$ cat config.mk
export PLATFORM = sky130hd
export DESIGN_NAME = hid_descriptor_item_parser
export DESIGN_NICKNAME = d
export VERILOG_FILES = /design/src/hdl/hdip_pkg.sv /design/src/hdl/hid_descriptor_item_parser.sv /design/src/hdl/hdip_assembler.sv /design/src/hdl/hdip_tracker.sv
export SDC_FILE = /design/constraint.sdc
export NUM_CORES = 1
export LEC_CHECK = 0
export BUFFER_PORTS_ARGS = -buffer_cell sky130_fd_sc_hd__buf_2
export CAP_MARGIN = 20
export CORE_ASPECT_RATIO = 1.4
export CORE_MARGIN = 2
export CORE_UTILIZATION = 50
export CTS_BUF_LIST = sky130_fd_sc_hd__clkbuf_8
export DETAILED_ROUTE_END_ITERATION = 7
export PLACE_DENSITY = 0.73
export SKIP_LAST_GASP = 1
export SLEW_MARGIN = 20
export SYNTH_ARGS = -nofsm -noshare
export SYNTH_HDL_FRONTEND = slang
export SYNTH_HIERARCHICAL = 1
export SYNTH_SLANG_ARGS = --single-unit
$ cat constraint.sdc
create_clock -name clk -period 6.79 [get_ports clk]
set_clock_uncertainty 0.05 [all_clocks]
set_input_delay 1.6975 -clock clk [delete_from_list [all_inputs] [get_ports clk]]
set_output_delay 1.6975 -clock clk [all_outputs]
set_load 0.005 [all_outputs]
$ cat src/hdl/hdip_pkg.sv
package hdip_pkg;

  // prefix byte fields
  localparam logic [7:0] TAG_MASK           = 8'b1111_1100;
  localparam logic [7:0] SIZE_MASK          = 8'b0000_0011;
  localparam logic [1:0] SIZE_CODE_FOUR     = 2'b11;

  // tags with side effects
  localparam logic [7:0] TAG_USAGE          = 8'h08;
  localparam logic [7:0] TAG_COLLECTION     = 8'hA0;
  localparam logic [7:0] TAG_END_COLLECTION = 8'hC0;

  // one processed word handed from the assembler to the tracker
  typedef struct packed {
    logic        valid;  // a word was processed this cycle
    logic        clear;  // start of descriptor seen on this word
    logic        done;   // an item completed
    logic [7:0]  tag;
    logic [2:0]  size;
    logic [31:0] data;
  } step_t;

endpackage

$ cat src/hdl/hid_descriptor_item_parser.sv
// path: the word that completes an item passes the input register, then the result register
// throughput: one descriptor word per cycle while the result register is empty or being taken
// results: zero or one item per word, held in a result register until taken
// reset: synchronous active-low rst_n clears partial item, depth and usage latch
module hid_descriptor_item_parser
  import hdip_pkg::*;
#(
  parameter int MAX_DEPTH = 255
) (
  input  logic        clk,
  input  logic        rst_n,
  input  logic        in_valid,
  output logic        in_ready,
  input  logic [7:0]  in_data_byte,
  input  logic        in_start_of_descriptor,
  input  logic        in_last_byte,
  output logic        out_valid,
  input  logic        out_ready,
  output logic [7:0]  out_item_tag,
  output logic [2:0]  out_item_size,
  output logic [31:0] out_item_data,
  output logic [7:0]  out_nesting_level,
  output logic [31:0] out_device_type,
  output logic        out_type_valid
);

  step_t step;
  logic  adv;

  // byte register and item assembly
  hdip_assembler u_assembler (
    .clk                    (clk),
    .rst_n                  (rst_n),
    .in_valid               (in_valid),
    .in_ready               (in_ready),
    .in_data_byte           (in_data_byte),
    .in_start_of_descriptor (in_start_of_descriptor),
    .in_last_byte           (in_last_byte),
    .adv_i                  (adv),
    .step_o                 (step)
  );

  // nesting, usage latch and result register
  hdip_tracker #(
    .MAX_DEPTH (MAX_DEPTH)
  ) u_tracker (
    .clk               (clk),
    .rst_n             (rst_n),
    .step_i            (step),
    .adv_o             (adv),
    .out_valid         (out_valid),
    .out_ready         (out_ready),
    .out_item_tag      (out_item_tag),
    .out_item_size     (out_item_size),
    .out_item_data     (out_item_data),
    .out_nesting_level (out_nesting_level),
    .out_device_type   (out_device_type),
    .out_type_valid    (out_type_valid)
  );

endmodule

$ cat src/hdl/hdip_assembler.sv
module hdip_assembler
  import hdip_pkg::*;
(
  input  logic        clk,
  input  logic        rst_n,
  input  logic        in_valid,
  output logic        in_ready,
  input  logic [7:0]  in_data_byte,
  input  logic        in_start_of_descriptor,
  input  logic        in_last_byte,
  input  logic        adv_i,
  output step_t       step_o
);

  logic       s1_valid_r;
  logic [7:0] s1_byte_r;
  logic       s1_sof_r;
  logic       s1_last_r;

  logic [2:0]  bytes_left_r, bytes_left_nxt;
  logic [7:0]  held_tag_r, held_tag_nxt;
  logic [2:0]  held_size_r, held_size_nxt;
  logic [31:0] data_accum_r, data_accum_nxt;
  logic [1:0]  byte_index_r, byte_index_nxt;

  logic        fire;
  logic [2:0]  bl_eff;
  logic [7:0]  tag_eff;
  logic [2:0]  size_eff;
  logic [31:0] accum_eff;
  logic [1:0]  idx_eff;
  logic [7:0]  pfx_tag;
  logic [2:0]  pfx_size;
  logic [31:0] accum_new;
  logic [2:0]  bl_dec;

  assign fire     = s1_valid_r && adv_i;
  assign in_ready = !s1_valid_r || adv_i;

  // input register
  always_ff @(posedge clk) begin
    if (!rst_n) begin
      s1_valid_r <= 1'b0;
    end else if (in_ready) begin
      s1_valid_r <= in_valid;
    end
  end

  always_ff @(posedge clk) begin
    if (in_valid && in_ready) begin
      s1_byte_r <= in_data_byte;
      s1_sof_r  <= in_start_of_descriptor;
      s1_last_r <= in_last_byte;
    end
  end

  // partial item, dropped when the word starts a descriptor
  assign bl_eff    = s1_sof_r ? 3'd0  : bytes_left_r;
  assign tag_eff   = s1_sof_r ? 8'd0  : held_tag_r;
  assign size_eff  = s1_sof_r ? 3'd0  : held_size_r;
  assign accum_eff = s1_sof_r ? 32'd0 : data_accum_r;
  assign idx_eff   = s1_sof_r ? 2'd0  : byte_index_r;

  assign pfx_tag   = s1_byte_r & TAG_MASK;
  assign pfx_size  = ((s1_byte_r & SIZE_MASK) == {6'd0, SIZE_CODE_FOUR}) ? 3'd4
                     : {1'b0, s1_byte_r[1:0]};
  assign accum_new = accum_eff | ({24'd0, s1_byte_r} << {idx_eff, 3'b000});
  assign bl_dec    = bl_eff - 3'd1;

  // item assembly
  always_comb begin
    bytes_left_nxt = bytes_left_r;
    held_tag_nxt   = held_tag_r;
    held_size_nxt  = held_size_r;
    data_accum_nxt = data_accum_r;
    byte_index_nxt = byte_index_r;
    step_o         = '0;
    step_o.valid   = fire;
    step_o.clear   = s1_sof_r;
    if (fire) begin
      if (bl_eff == 3'd0) begin
        if (pfx_size == 3'd0) begin
          // item without data completes on its prefix
          step_o.done    = 1'b1;
          step_o.tag     = pfx_tag;
          bytes_left_nxt = 3'd0;
          held_tag_nxt   = 8'd0;
          held_size_nxt  = 3'd0;
          data_accum_nxt = 32'd0;
          byte_index_nxt = 2'd0;
        end else if (s1_last_r) begin
          bytes_left_nxt = 3'd0;
          held_tag_nxt   = 8'd0;
          held_size_nxt  = 3'd0;
          data_accum_nxt = 32'd0;
          byte_index_nxt = 2'd0;
        end else begin
          bytes_left_nxt = pfx_size;
          held_tag_nxt   = pfx_tag;
          held_size_nxt  = pfx_size;
          data_accum_nxt = 32'd0;
          byte_index_nxt = 2'd0;
        end
      end else if (bl_dec == 3'd0) begin
        // last data byte
        step_o.done    = 1'b1;
        step_o.tag     = tag_eff;
        step_o.size    = size_eff;
        step_o.data    = accum_new;
        bytes_left_nxt = 3'd0;
        held_tag_nxt   = 8'd0;
        held_size_nxt  = 3'd0;
        data_accum_nxt = 32'd0;
        byte_index_nxt = 2'd0;
      end else if (s1_last_r) begin
        // truncated item is dropped
        bytes_left_nxt = 3'd0;
        held_tag_nxt   = 8'd0;
        held_size_nxt  = 3'd0;
        data_accum_nxt = 32'd0;
        byte_index_nxt = 2'd0;
      end else begin
        bytes_left_nxt = bl_dec;
        held_tag_nxt   = tag_eff;
        held_size_nxt  = size_eff;
        data_accum_nxt = accum_new;
        byte_index_nxt = idx_eff + 2'd1;
      end
    end
  end

  always_ff @(posedge clk) begin
    if (!rst_n) begin
      bytes_left_r <= 3'd0;
      held_tag_r   <= 8'd0;
      held_size_r  <= 3'd0;
      data_accum_r <= 32'd0;
      byte_index_r <= 2'd0;
    end else begin
      bytes_left_r <= bytes_left_nxt;
      held_tag_r   <= held_tag_nxt;
      held_size_r  <= held_size_nxt;
      data_accum_r <= data_accum_nxt;
      byte_index_r <= byte_index_nxt;
    end
  end

`ifndef SYNTHESIS
  // never more than four data bytes outstanding
  a_bytes_left_range: assert property (@(posedge clk) disable iff (!rst_n)
    bytes_left_r <= 3'd4)
    else $error("bytes_left out of range");

  // position plus bytes still due always equals the item size
  a_index_consistent: assert property (@(posedge clk) disable iff (!rst_n)
    bytes_left_r != 3'd0 |-> ({1'b0, byte_index_r} + bytes_left_r) == held_size_r)
    else $error("byte index and bytes left disagree");

  // a completed item never carries a size outside 0, 1, 2, 4
  a_done_size: assert property (@(posedge clk) disable iff (!rst_n)
    step_o.done |-> (step_o.size == 3'd0 || step_o.size == 3'd1 ||
                     step_o.size == 3'd2 || step_o.size == 3'd4))
    else $error("bad item size");
`endif

endmodule

$ cat src/hdl/hdip_tracker.sv
module hdip_tracker
  import hdip_pkg::*;
#(
  parameter int MAX_DEPTH = 255
) (
  input  logic        clk,
  input  logic        rst_n,
  input  step_t       step_i,
  output logic        adv_o,
  output logic        out_valid,
  input  logic        out_ready,
  output logic [7:0]  out_item_tag,
  output logic [2:0]  out_item_size,
  output logic [31:0] out_item_data,
  output logic [7:0]  out_nesting_level,
  output logic [31:0] out_device_type,
  output logic        out_type_valid
);

  localparam logic [7:0] MaxDepthC = 8'(MAX_DEPTH);

  logic [7:0]  depth_r, depth_nxt;
  logic        usage_r, usage_nxt;
  logic [31:0] ltype_r, ltype_nxt;
  logic        out_valid_r, out_valid_nxt;
  logic [7:0]  level_nxt;

  logic [7:0]  depth_eff;
  logic        usage_eff;
  logic [31:0] ltype_eff;

  assign adv_o = !out_valid_r || out_ready;

  assign depth_eff = step_i.clear ? 8'd0  : depth_r;
  assign usage_eff = step_i.clear ? 1'b0  : usage_r;
  assign ltype_eff = step_i.clear ? 32'd0 : ltype_r;

  // depth and usage latch update
  always_comb begin
    depth_nxt = depth_r;
    usage_nxt = usage_r;
    ltype_nxt = ltype_r;
    level_nxt = depth_eff;
    if (step_i.valid) begin
      depth_nxt = depth_eff;
      usage_nxt = usage_eff;
      ltype_nxt = ltype_eff;
      if (step_i.done) begin
        if (step_i.tag == TAG_COLLECTION) begin
          if (depth_eff < MaxDepthC) begin
            depth_nxt = depth_eff + 8'd1;
          end
        end else if (step_i.tag == TAG_END_COLLECTION) begin
          if (depth_eff != 8'd0) begin
            depth_nxt = depth_eff - 8'd1;
          end
          level_nxt = depth_nxt;
        end else if (step_i.tag == TAG_USAGE) begin
          if (!usage_eff) begin
            usage_nxt = 1'b1;
            ltype_nxt = step_i.data;
          end
        end
      end
    end
  end

  // result register
  always_comb begin
    out_valid_nxt = out_valid_r;
    if (step_i.valid && step_i.done) begin
      out_valid_nxt = 1'b1;
    end else if (out_ready) begin
      out_valid_nxt = 1'b0;
    end
  end

  always_ff @(posedge clk) begin
    if (!rst_n) begin
      depth_r     <= 8'd0;
      usage_r     <= 1'b0;
      ltype_r     <= 32'd0;
      out_valid_r <= 1'b0;
    end else begin
      depth_r     <= depth_nxt;
      usage_r     <= usage_nxt;
      ltype_r     <= ltype_nxt;
      out_valid_r <= out_valid_nxt;
    end
  end

  always_ff @(posedge clk) begin
    if (step_i.valid && step_i.done) begin
      out_item_tag      <= step_i.tag;
      out_item_size     <= step_i.size;
      out_item_data     <= step_i.data;
      out_nesting_level <= level_nxt;
      out_device_type   <= ltype_nxt;
      out_type_valid    <= usage_nxt;
    end
  end

  assign out_valid = out_valid_r;

`ifndef SYNTHESIS
  // depth stays within its limit
  a_depth_limit: assert property (@(posedge clk) disable iff (!rst_n)
    depth_r <= MaxDepthC)
    else $error("depth above limit");

  // the usage latch drops only on a start of descriptor
  a_usage_hold: assert property (@(posedge clk) disable iff (!rst_n)
    $fell(usage_r) |-> $past(step_i.valid && step_i.clear))
    else $error("usage latch lost");

  // a latched type is only ever held with the latch set
  a_type_needs_latch: assert property (@(posedge clk) disable iff (!rst_n)
    ltype_r != 32'd0 |-> usage_r)
    else $error("device type without usage latch");
`endif

endmodule
After elaboration in Yosys (flattened, before gate mapping)
Index checks and enable logic that the tools add are counted.

Register bits after elaboration: 185. Bits of input ports: 14. Output and inout port bits: 86.

Add/sub/neg operators: 4. Order comparisons: 1. Eq/ne operators: 4. Shift operators: 1. Mux-type cells: 54. Bitwise operators: 3. Reduce and logical (&&, ||, !) cells: 13.

Operator list (count): two-way mux 32 bit (11); two-way mux 8 bit (15); two-way mux 44 bit (2); two-way mux 35 bit (1); two-way mux 3 bit (11); bitwise OR 32 bit (1); left shift 8 x 5 -> 32 bit (1); two-way mux 9 bit (2); == test 8 bit, second input constant (2); zero test 3 bit (3); adder 8 x 1 -> 8 bit, second input constant (1); == test 8 x 4 -> 1 bit, second input constant (1); < comparator 8 bit, second input constant (1); two-way mux 1 bit (8); two-way mux 2 bit (4); nonzero test 8 bit (1); subtractor 8 x 1 -> 8 bit, second input constant (1); logical AND 1 bit (3); OR reduction 3 bit (1); subtractor 3 x 1 -> 3 bit, second input constant (1); adder 2 x 1 -> 2 bit, second input constant (1); == test 2 bit, second input constant (1); zero test 1 bit (2); logical OR 1 bit (2); 2 further kinds (3).

Logic depth before layout (Yosys ltp)
Gate-level depths: netlist (run 1).

Word-level depth: 12. Mapped depth: 17.

Cells and area by module
The synthesis (run 1) kept the hierarchy.

By module, submodules not included: hdip_tracker (times used 1, cells each 440, area each 5144.9 µm²); hdip_assembler (times used 1, cells each 305, area each 2652.5 µm²).

Worst setup path after synthesis (run 1)
Ideal clock, no wire load.

Path type: input to register. Start: input port out_ready. End: register u_tracker.out_device_type[0], data pin. Setup time: 0.255 ns. Data arrival time: 4.462 ns. Setup slack: 2.023 ns. Stages: 12. Cell sequence: nand2b_1 > nand2_2 > clkinv_1 > o21ai_1 > inv_1 > clkbuf_8 > nand2_1 > inv_2 > o2111ai_1 > clkbuf_1 > nand3_1 > nand2_1.

RTL lines: start, declared (line hid_descriptor_item_parser.sv:18) `input logic out_ready,`; end signal, assigned (line hdip_tracker.sv:98) `out_device_type <= ltype_nxt;`; end, declared (line hdip_tracker.sv:16) `output logic [31:0] out_device_type,`.

==> run metrics, run 1 <==
PD cells 231 nW/um^2; flops & latches, synth 185; sequential-to-total area share from yosys stat 59.6%; Rel. slew slack ~27%; crit path launch out_ready; Max Slew Vio Count 0; critical path's most frequent cell buf_4; R2R Path End u_tracker/out_nesting_level[7]; first-pass GRT wire length a little under 30000 um; I/O Pins 100; Reg2Reg Depth 10; Final Hold Viols 0; final hold slack just over 0.4 ns; RSZ-0062 raised after global routing false; Ys Warns 6; DP Wirelength between 10000 and 15000 um; antenna fix cells 0; CP max-delay cell buf_4; met2 Track Usage GR roughly two fifths; root buf cell clkbuf_8; Slew @ Worst Pin about 1.1 ns; cell depth of the worst setup path 13; final setup violation count 0; Worst Setup End Kind flip-flop; max-cap violations 0; Critical Path Fanout Max between 60 and 70; Clock Sinks ~190; WL per Instance about 18 um; grt peak-use layer met2; routability cong. 0.968; Tmin final approximately 4.7 ns; Mapped Nets ~770; Crit path required time a little under 7 ns; Static Leak ~3.2 nW; status completed; area grow syn2layout 12.3%; largest net degree at the start of global routing 70; GRT met1 Usage a little under a third; DRT Wirelength 18700 um; start of the worst register-to-register path u_assembler/s1_sof_r; clock transition at the registers of the reported paths approximately 0.10 ns; setup_tns 0 ns; CP Data Arrival Time 4.86 ns; Avg Inst Size Synth between 10 and 15 um^2; Startpoint Class input pin; share of flip-flops with an asynchronous set or reset 0%; DRC viols 0; met3 Track Usage GR ~4.3%; CTS Buffer Depth 2; DP Area 8340 um^2; post-DR vias/cell approximately 5.8; chip height around 150 um; CP Buf/Inv Count 6; top_reg_cell synth edfxtp_1; Hold Crit Class flip-flop to flip-flop; total track usage 23.3%; PortBufs ~100; post-CTS resize count 0; TritonCTS clock tree yes; # nets final between 800 and 900; cell area after synthesis 7800 um^2; Tot Pwr just over 2 mW; CTS H-tree depth 4; Cells after DPL 997; Post-synth EDFFs 94; core box area 15400 um^2; total gr overflow 0; Antenna Nets Post-Route 0; CTS buffer count 17; worst skew pair latency about 0.46 ns; drt pass-1 iters 5; Initial Utilization 50.6%; CP max stage delay roughly 0.76 ns; die area 16600 um^2; FF-to-FF setup slack 2.42 ns; Tcrit/Tclk final between 60% and 70%; Die W roughly 110 um; vias in the first global route between 5000 and 6000; CP cell instances buf_2 > nand2b_1 > nand2_2 > clkinv_1 > buf_4 > o21ai_1 > inv_1 > nand2_1 > clkinv_2 > buf_4 > o2111ai_1 > nand3_1 > o31ai_1; post-CTS setup buffer count 0; layout cell share with drive strength beyond 1 approximately a fifth; final instance area about 9000 um^2; Setup crit end u_tracker/out_nesting_level[2]; cts hold-fix bufs 0; IR drop worst, VDD ~130 uV; Max Fclk around 0.21 GHz; Cell variety after synth 83; via count 5943; FP Rows 54; Crit Path Category input pin to flip-flop; Top delay family on crit path buffers and inverters; fin cells 1029; Syn Inst Count around 750; Iteration-0 DRC Markers 352; antenna violations before repair 0
-- per-stage QoR --
step	utilization [%]	setup slack, ns
6_report	56.8	2.08
5_1_grt	56.8	1.74
4_1_cts	56.8	2.07
3_5_place_dp	54.2	1.58
3_3_place_gp	54.2	1.69
2_1_floorplan	-	2.02
-- per-layer routing --
layer  vias up  wire length (um)
met3        40              1080
li1       2842                 -
met1      2807              7740
met4         0               469
met2       254              9410
met5         -                 0
-- tightest hold or removal path: stages, from the launching register on --
cell     delay, ns
dfxtp_1       0.31
inv_1         0.06
nor2_1        0.04
-- power by group --
part / internal, mW / total (mW) / switching, mW
combinational: 0.0301 / 0.0902 / 0.0601
clock: 0.282 / 0.729 / 0.447
sequential: 1.18 / 1.20 / 0.0232
total: 1.49 / 2.02 / 0.531
-- state kept, by name, indices dropped and copies added, names as in the netlist --
| name | cells |
|---|---|
| u_tracker/out_item_tag | 8 |
| u_assembler/s1_sof_r | 1 |
| u_tracker/ltype_r | 32 |
| u_assembler/bytes_left_r | 3 |
| u_assembler/s1_valid_r | 1 |
| u_assembler/byte_index_r | 2 |
| u_tracker/depth_r | 8 |
| u_tracker/out_nesting_level | 8 |
| u_assembler/s1_last_r | 1 |
| u_tracker/out_type_valid | 1 |
| u_assembler/held_tag_r | 8 |
| u_assembler/held_size_r | 3 |
| u_tracker/out_item_size | 3 |
| u_tracker/out_item_data | 32 |
| u_assembler/s1_byte_r | 8 |
| u_assembler/data_accum_r | 32 |
| u_tracker/out_valid | 1 |
| u_tracker/out_device_type | 32 |
| u_tracker/usage_r | 1 |
-- worst min path at each step --
stage,depth (start not counted),slack [ns],from,end
floorplan,2,0.37,u_assembler/held_tag_r[0],u_assembler/held_tag_r[0]
global placement,2,0.38,u_assembler/held_tag_r[0],u_assembler/held_tag_r[0]
detailed placement,2,0.38,u_assembler/held_tag_r[0],u_assembler/held_tag_r[0]
CTS,2,0.40,u_assembler/held_tag_r[1],u_assembler/held_tag_r[1]
global route,1,0.44,u_assembler/held_tag_r[3],u_assembler/held_tag_r[3]
finish,2,0.40,u_assembler/held_tag_r[1],u_assembler/held_tag_r[1]
-- layout by cell type (no fill, tap or decap), drive strengths merged, types with 17 or more instances in the layout --
cell	instances
buf	108
a21oi	98
edfxtp	94
nand2	92
dfxtp	91
nor2	82
nand3	42
inv	27
o21ai	21
clkbuf	17
-- cell usage after synthesis (all sizes together), types with 4 or more instances --
cell type	n	area, um^2
a21oi	98	498
ha	6	75.1
buf	29	165
nand2b	7	43.8
clkbuf	22	106
a211o	5	52.6
nor2	82	308
inv	21	78.8
a22o	16	140
nand2	92	358
nand3	42	215
and2	8	51.3
a22oi	8	60.1
and3	5	32.5
a21boi	5	37.5
a31oi	6	37.5
nor3	8	40.0
o21ai	21	109
dfxtp	91	1820
edfxtp	94	2820
nor3b	10	91.3
xnor2	4	35.0
-- final cells by class --
type / count / area, um^2
Clock buffer: 17 / 234
Clock inverter: 15 / 176
Fill cell: 1364 / 6650
Inverter: 23 / 87.6
Multi-Input combinational cell: 485 / 2800
Sequential cell: 185 / 4640
Tap cell: 196 / 245
Timing Repair Buffer: 108 / 563
-- logic make-up (layout without fill, tap and decap cells) --
logic type                 Yosys count  after routing  synth area share, %
DFF                                185            185                 59.6
muxes                                2              2                0.273
xor gates and xnor gates             4              4                0.449
adders and majority gates            6              6                0.963
buffers and inverters               75            163                 4.72
AOI/OAI and AO/OA                  195            195                 16.5
and+or+nand+nor                    278            278                 17.6
Power figures use the tool's default switching activity.
==> inputs of run 2 (changes only) <==
- ABC_AREA: not set -> 1
- clock period: 6.79 -> 4.94 ns (I/O delays scaled with it)
==> run 2 against run 1 <==
  * Combinational power is 67% higher
  * Sequential share of layout area down 4.3 points
  * Register-to-register slack worse by 1.6 ns
  * Total power increased by 38%
==> run metrics, run 2 <==
# nets final 1121 (+33%); clock network power share 35.8% (-0.3 points); Tmin final between 4 and 5 ns; met2 WL post-DR 9930 um (+5.6%); DRT Wirelength 20600 um (+10%); FF-to-FF setup slack 0.85 ns (-1.57 ns); register share of total power 58.8% (-0.6 points); Post-synth EDFFs 94 (unchanged); Initial Utilization 51.1% (+0.48 points); max layer used met4; PD cells 293 nW/um^2 (+27%); status completed; WL per Instance 15.7 um (-14%); layout cell share with drive strength beyond 1 15.6% (-4.4 points); Hold Crit Class flip-flop to flip-flop; register area 4640 um^2 (unchanged); largest family of logic cells by synthesized area simple AND/OR/NAND/NOR gates; Avg Inst Size Synth 8.35 um^2 (-20%); Iteration-0 DRC Markers 604 (+72%); most common cell in the netlist nand2_1; post-CTS resize count 0 (unchanged); Die W 115 um (+4.8%); Crit Path Category flip-flop to flip-flop; Final Hold Viols 0 (unchanged); xor/xnor share of the synthesized area 0.408% (-0.042 points); via count 7172 (+21%); final instance area 9530 um^2 (+8.9%); area of the multi-input gates 3440 um^2 (+23%); switching power 0.716 mW (+35%); flops & latches, synth 185 (unchanged); Startpoint Class flip-flop; Synth Area in Simple Gates 26.1% (+8.5 points); Worst Setup End Kind flip-flop; TritonCTS clock tree yes; Tcrit/Tclk final between 80% and 90%; fillcell total 1536 (+13%); Gate power share 5.4% (+0.9 points); worst skew pair latency 0.48 ns (+0.02 ns); total track usage 23.1% (-0.20 points); Synth top cells by count 337 x nand2_1, 141 x a21oi_1, 94 x edfxtp_1; Ys Warns 6 (unchanged); Max Fclk around 0.24 GHz; Max Slew Vio Count 0 (unchanged); core box area 16800 um^2 (+9.2%); Hold Crit Start u_assembler/held_tag_r[0]; post-CTS setup buffer count 0 (unchanged); Post-Route M1 WL 8770 um (+13%); DP Wirelength 13800 um (+11%); Antenna Nets Post-Route 0 (unchanged); most common cell after layout, fill and taps aside nand2_1; PortBufs 99 (unchanged); largest net degree at the start of global routing 71 (+1.4%); IR drop worst, VDD 271 uV (+110%); crit path launch u_assembler/s1_sof_r; CTS buffer count 17 (unchanged); die area 18300 um^2 (+9.9%); FP Rows 56 (+3.7%); max-cap violations 0 (unchanged); antenna violations before repair 0 (unchanged); share of flip-flops with an asynchronous set or reset 0% (unchanged); chip height 159 um (+4.8%); I/O Pins 100 (unchanged); final setup violation count 0 (unchanged); top-area cell type share of the netlist area 32.9% (-3.3 points); total gr overflow 0 (unchanged); Static Leak 3.76 nW (+18%); sequential-to-total area share from yosys stat 54.1% (-5.5 points); area grow syn2layout 10.9%; RSZ-0062 raised after global routing false; Slew @ Worst Pin 1.01 ns (-0.0893 ns); post-synth top area cell edfxtp_1; cell area after synthesis 8590 um^2 (+10%); Synth area leaders edfxtp_1 33%, dfxtp_1 21%, nand2_1 15%, a21oi_1 8.2%, nor2_1 2.7%; DRC viols 0 (unchanged); Cell variety after synth 37 (-55%); mux cell area share after synthesis 0% (-0.27 points); Synth Area in Compound Gates 12.7% (-3.8 points); routability cong. 0.884 (-8.7%); root buf cell clkbuf_8; Rel. slew slack 32.8% (+6.0 points); routed wl met3 1370 um (+26%); vias in the first global route 6699 (+17%); post-DR vias/cell 5.45 (-5.7%); cts hold-fix bufs 0 (unchanged); CP Data Arrival Time 4.27 ns (-0.59 ns); clock transition at the registers of the reported paths 0.10 ns (about the same); Critical Path Fanout Max 62 (-10%); first-pass GRT wire length 33200 um (+13%); drt pass-1 iters 7 (+2); Net Sw Frac 25.6% (-0.65 points); start of the worst register-to-register path u_assembler/s1_sof_r; Crit path required time 5.12 ns (-1.82 ns); Clock Sinks 185 (unchanged); top_reg_cell synth edfxtp_1; internal power 2.08 mW (+39%); CTS Buffer Depth 2 (unchanged); most frequent cells in the layout 337 x nand2_1, 141 x a21oi_1, 99 x buf_2; Synth Area in Adders 0.874% (-0.089 points); Mapped Nets 1049 (+37%); Syn Inst Count 1029 (+38%); setup_tns 0 ns (unchanged); DP Area 9130 um^2 (+9.4%); antenna fix cells 0 (unchanged); CTS H-tree depth 4 (unchanged)
## run 2: changes by cell type after synthesis, moves of 9 or more
cell,previous run,this run
nand4_1,3,33
a22o_1,16,0
inv_1,20,52
a21oi_1,96,141
o21ai_0,19,35
nor2_1,82,61
nand2_1,89,337
o21ai_1,1,24
buf_4,5,14
## run 2: worst paths after layout
kind,endpoint,cells after the start
hold / removal,u_assembler/held_tag_r[0],2
setup / recovery,u_tracker/out_device_type[7],18
hold reg to reg,u_assembler/held_tag_r[0],2
setup reg to reg,u_tracker/out_device_type[7],18
## run 2: power by group through the flow
stage	Sequential, mW	Combinational [mW]	Clock [mW]
4_1_cts	1.64	0.151	1.02
6_report	1.64	0.151	1.00
3_5_place_dp	1.68	0.151	0
5_1_grt	1.64	0.170	1.09
3_3_place_gp	1.68	0.149	0
2_1_floorplan	1.67	0.116	0
## run 2: metrics by stage
step	power, mW	std cells	utilization, %	hold slack [ns]	setup WS [ns]
finish	2.79	1317	56.7	0.410	0.851
floorplan	1.78	1029	-	0.373	0.506
global placement	1.83	1285	54.3	0.382	0.922
detailed placement	1.83	1285	54.3	0.399	0.818
CTS	2.81	1317	56.7	0.413	0.867
global route	2.90	1317	56.7	0.438	0.368
## run 2: cells by family after synthesis
family / Yosys count
buffers and inverters: 111
AND/OR/NAND/NOR: 511
adder cells (fa/ha/maj): 6
XOR/XNOR: 4
flip-flops: 185
AO/OA/AOI/OAI: 212
## run 2: final cells by class
| cell class | instances | area share [%] |
|---|---|---|
| Sequential cell | 185 | 48.7 |
| Multi-Input combinational cell | 733 | 36.1 |
| Timing Repair Buffer | 107 | 5.96 |
| Tap cell | 203 | 2.67 |
| Clock buffer | 17 | 2.46 |
| Inverter | 57 | 2.27 |
| Clock inverter | 15 | 1.77 |
## run 2: routing by layer
| metal | up-vias | global-route usage (%) |
|---|---|---|
| met5 | - | 0 |
| met3 | 47 | 4.95 |
| met2 | 263 | 37.3 |
| met4 | 0 | 10.2 |
| met1 | 3248 | 29.7 |
| li1 | 3614 | - |
## run 2: worst max-delay path, cell delays in order (launching register included)
cell and delay, ns:
edfxtp_1 0.68, nor2_1 0.16, inv_1 0.09, ha_1 0.14, ha_1 0.30, inv_1 0.25
nand2_1 0.12, nand4_1 0.21, nor2_1 0.26, inv_1 0.06, nor2_1 0.09, nand3_1 0.12
nor2_4 0.26, nor2_2 0.09, nand3_2 0.07, buf_4 0.49, a21oi_1 0.13, o21ai_1 0.15
nand2_1 0.08
==> inputs of run 3 (changes only) <==
- PLACE_DENSITY: 0.73 -> 0.76
- clock period: 4.94 -> 3.49 ns (I/O delays scaled with it)
==> run 3 against run 2 <==
  * Sequential share of layout area is 1.1 points lower
  * Clock power rose by 48%
  * Fmax grew 27%
  * Register-to-register slack worse by 0.57 ns
  * Critical path depth is 3 lower
  * Critical path type unchanged
  * Worst hold slack better by 0.012 ns
  * Largest power group unchanged
  * Flip-flop and latch count did not move
  * Highest routed layer unchanged
  * Non-clock buffer count is 10 higher
  * Via count up 0.92%
  * Cell area increased by 2.2%
==> run metrics, run 3 (synthesized netlist as in run 2, its figures left out) <==
die area 18300 um^2 (unchanged); DP Wirelength 13300 um (-3.8%); met3 Track Usage GR 3.16% (-1.8 points); CTS buffer count 17 (unchanged); Tmin final 3.21 ns (-0.878 ns); core box area 16800 um^2 (unchanged); largest net degree at the start of global routing 71 (unchanged); routability cong. 0.873 (-1.2%); worst skew pair latency 0.47 ns (about the same); DRC viols 0 (unchanged); Worst Setup End Kind flip-flop; vias in the first global route 6520 (-2.7%); FP Rows 56 (unchanged); Crit Path Category flip-flop to flip-flop; total gr overflow 0 (unchanged); root buf cell clkbuf_8; IR drop worst, VDD 243 uV (-10%); CP Data Arrival Time 3.38 ns (-0.89 ns); Hold Crit Class flip-flop to flip-flop; Tot Pwr 4.03 mW (+44%); most common cell after layout, fill and taps aside nand2_1; worst setup margin 0.280 ns (-0.572 ns); Hold Crit Start u_assembler/data_accum_r[30]; clock transition at the registers of the reported paths 0.11 ns (about the same); Final Hold Viols 0 (unchanged); DP Area 9270 um^2 (+1.6%); PD cells 414 nW/um^2 (+41%); Rel. slew slack 47.0% (+14 points); Slew @ Worst Pin 0.793 ns (-0.216 ns); CTS H-tree depth 4 (unchanged); Placement Setup Slack 0.185 ns (-0.634 ns); antenna violations before repair 0 (unchanged); final core utilization 57.9% (+1.2 points); most frequent cells in the layout 334 x nand2_1, 141 x a21oi_1, 99 x buf_2; Iteration-0 DRC Markers 507 (-16%); chip height 159 um (unchanged); drt pass-1 iters 5 (-2); I/O Pins 100 (unchanged); first-pass GRT wire length 32200 um (-3.0%); Tcrit/Tclk final 92.0% (+9.2 points); fillcell total 1505 (-2.0%); Startpoint Class flip-flop; Critical Path Fanout Max 62 (unchanged); Max Slew Vio Count 0 (unchanged); total track usage 22.0% (-1.1 points); CTS Buffer Depth 2 (unchanged); crit path launch u_assembler/s1_sof_r; Die W 115 um (unchanged); post-DR vias/cell 5.45 (+0.16%); start of the worst register-to-register path u_assembler/s1_sof_r; via count 7238 (+0.92%); fin cells 1327 (+0.76%); Antenna Nets Post-Route 0 (unchanged); Static Leak 3.87 nW (+2.7%); area grow syn2layout 13.4%; RSZ-0062 raised after global routing false; Cells after DPL 1294 (+0.70%); # nets final 1131 (+0.89%); register area 4640 um^2 (unchanged); TritonCTS clock tree yes; layout cell share with drive strength beyond 1 17.6% (+2.0 points); met2 Track Usage GR 37.0% (-0.24 points); final instance area 9740 um^2 (+2.2%); antenna fix cells 0 (unchanged); area of the multi-input gates 3520 um^2 (+2.3%); Initial Utilization 51.1% (unchanged); max-cap violations 0 (unchanged); GRT met1 Usage 28.9% (-0.76 points); status completed; Max Fclk 0.311 GHz (+27%); final setup violation count 0 (unchanged); Clock Sinks 185 (unchanged); PortBufs 99 (unchanged); WL per Instance 15.1 um (-3.6%); Crit path required time 3.66 ns (-1.46 ns); DRT Wirelength 20000 um (-2.9%); grt peak-use layer met2
-- run 3: changes by cell type in the layout (fill, tap and decap cells not counted), sizes merged --
cell    change
bufinv      -1
clkinv      -2
buf        +10
inv         +3
-- run 3: critical path, stage by stage, from the launching register on --
cell and delay (ns):
edfxtp_1 0.46, nor2_1 0.21, inv_1 0.10, ha_4 0.17, ha_4 0.18, inv_2 0.16
nand4_2 0.27, nor3_2 0.29, nor2_4 0.09, nand3_2 0.10, nor2_4 0.05, nor2_2 0.15
nand3_2 0.11, buf_12 0.19, o21ai_0 0.25, nand2_1 0.09
-- run 3: path summary, 6_finish.rpt --
kind	end	slack, ns	depth (start not counted)
hold / removal	u_assembler/data_accum_r[30]	0.42	2
hold reg to reg	u_assembler/data_accum_r[30]	0.42	2
setup / recovery	u_tracker/out_device_type[17]	0.28	15
setup reg to reg	u_tracker/out_device_type[17]	0.28	15
-- run 3: stage by stage --
step,setup TNS [ns],hold WS [ns]
final,0,0.422
after global routing,0,0.435
after CTS,0,0.410
after detailed placement,0,0.396
after global placement,0,0.382
after floorplan,-4.50,0.373
-- run 3: final cells by class --
| cell class | instances | share of cell area [%] |
|---|---|---|
| clock buffer | 17 | 2.40 |
| tap | 203 | 2.61 |
| clock inverter | 15 | 2.03 |
| multi-input combinational | 733 | 36.2 |
| inverter | 57 | 2.26 |
| sequential | 185 | 47.7 |
| timing repair buffer | 117 | 6.86 |
-- run 3: what timing repair did --
action / 4_1_cts / 5_1_grt
setup endpoints to repair: 0 / 11
resized for setup: 0 / 8
hold buffers: 0 / 0
setup buffers: 0 / 1
-- run 3: routing by layer --
layer	share of wire [%]	up-vias	wire, um
met5	0	-	0
met4	2.0	0	398
met3	5.4	27	1090
met2	50	226	10000
met1	43	3356	8540
li1	-	3629	-
-- run 3: where the power goes --
group | total, mW | switching (mW) | internal [mW] | leakage (nW)
Clock | 1.48 | 0.919 | 0.561 | 0.209
Sequential | 2.32 | 0.0264 | 2.29 | 1.55
Combinational | 0.231 | 0.165 | 0.0665 | 2.10
Total | 4.03 | 1.11 | 2.92 | 3.87
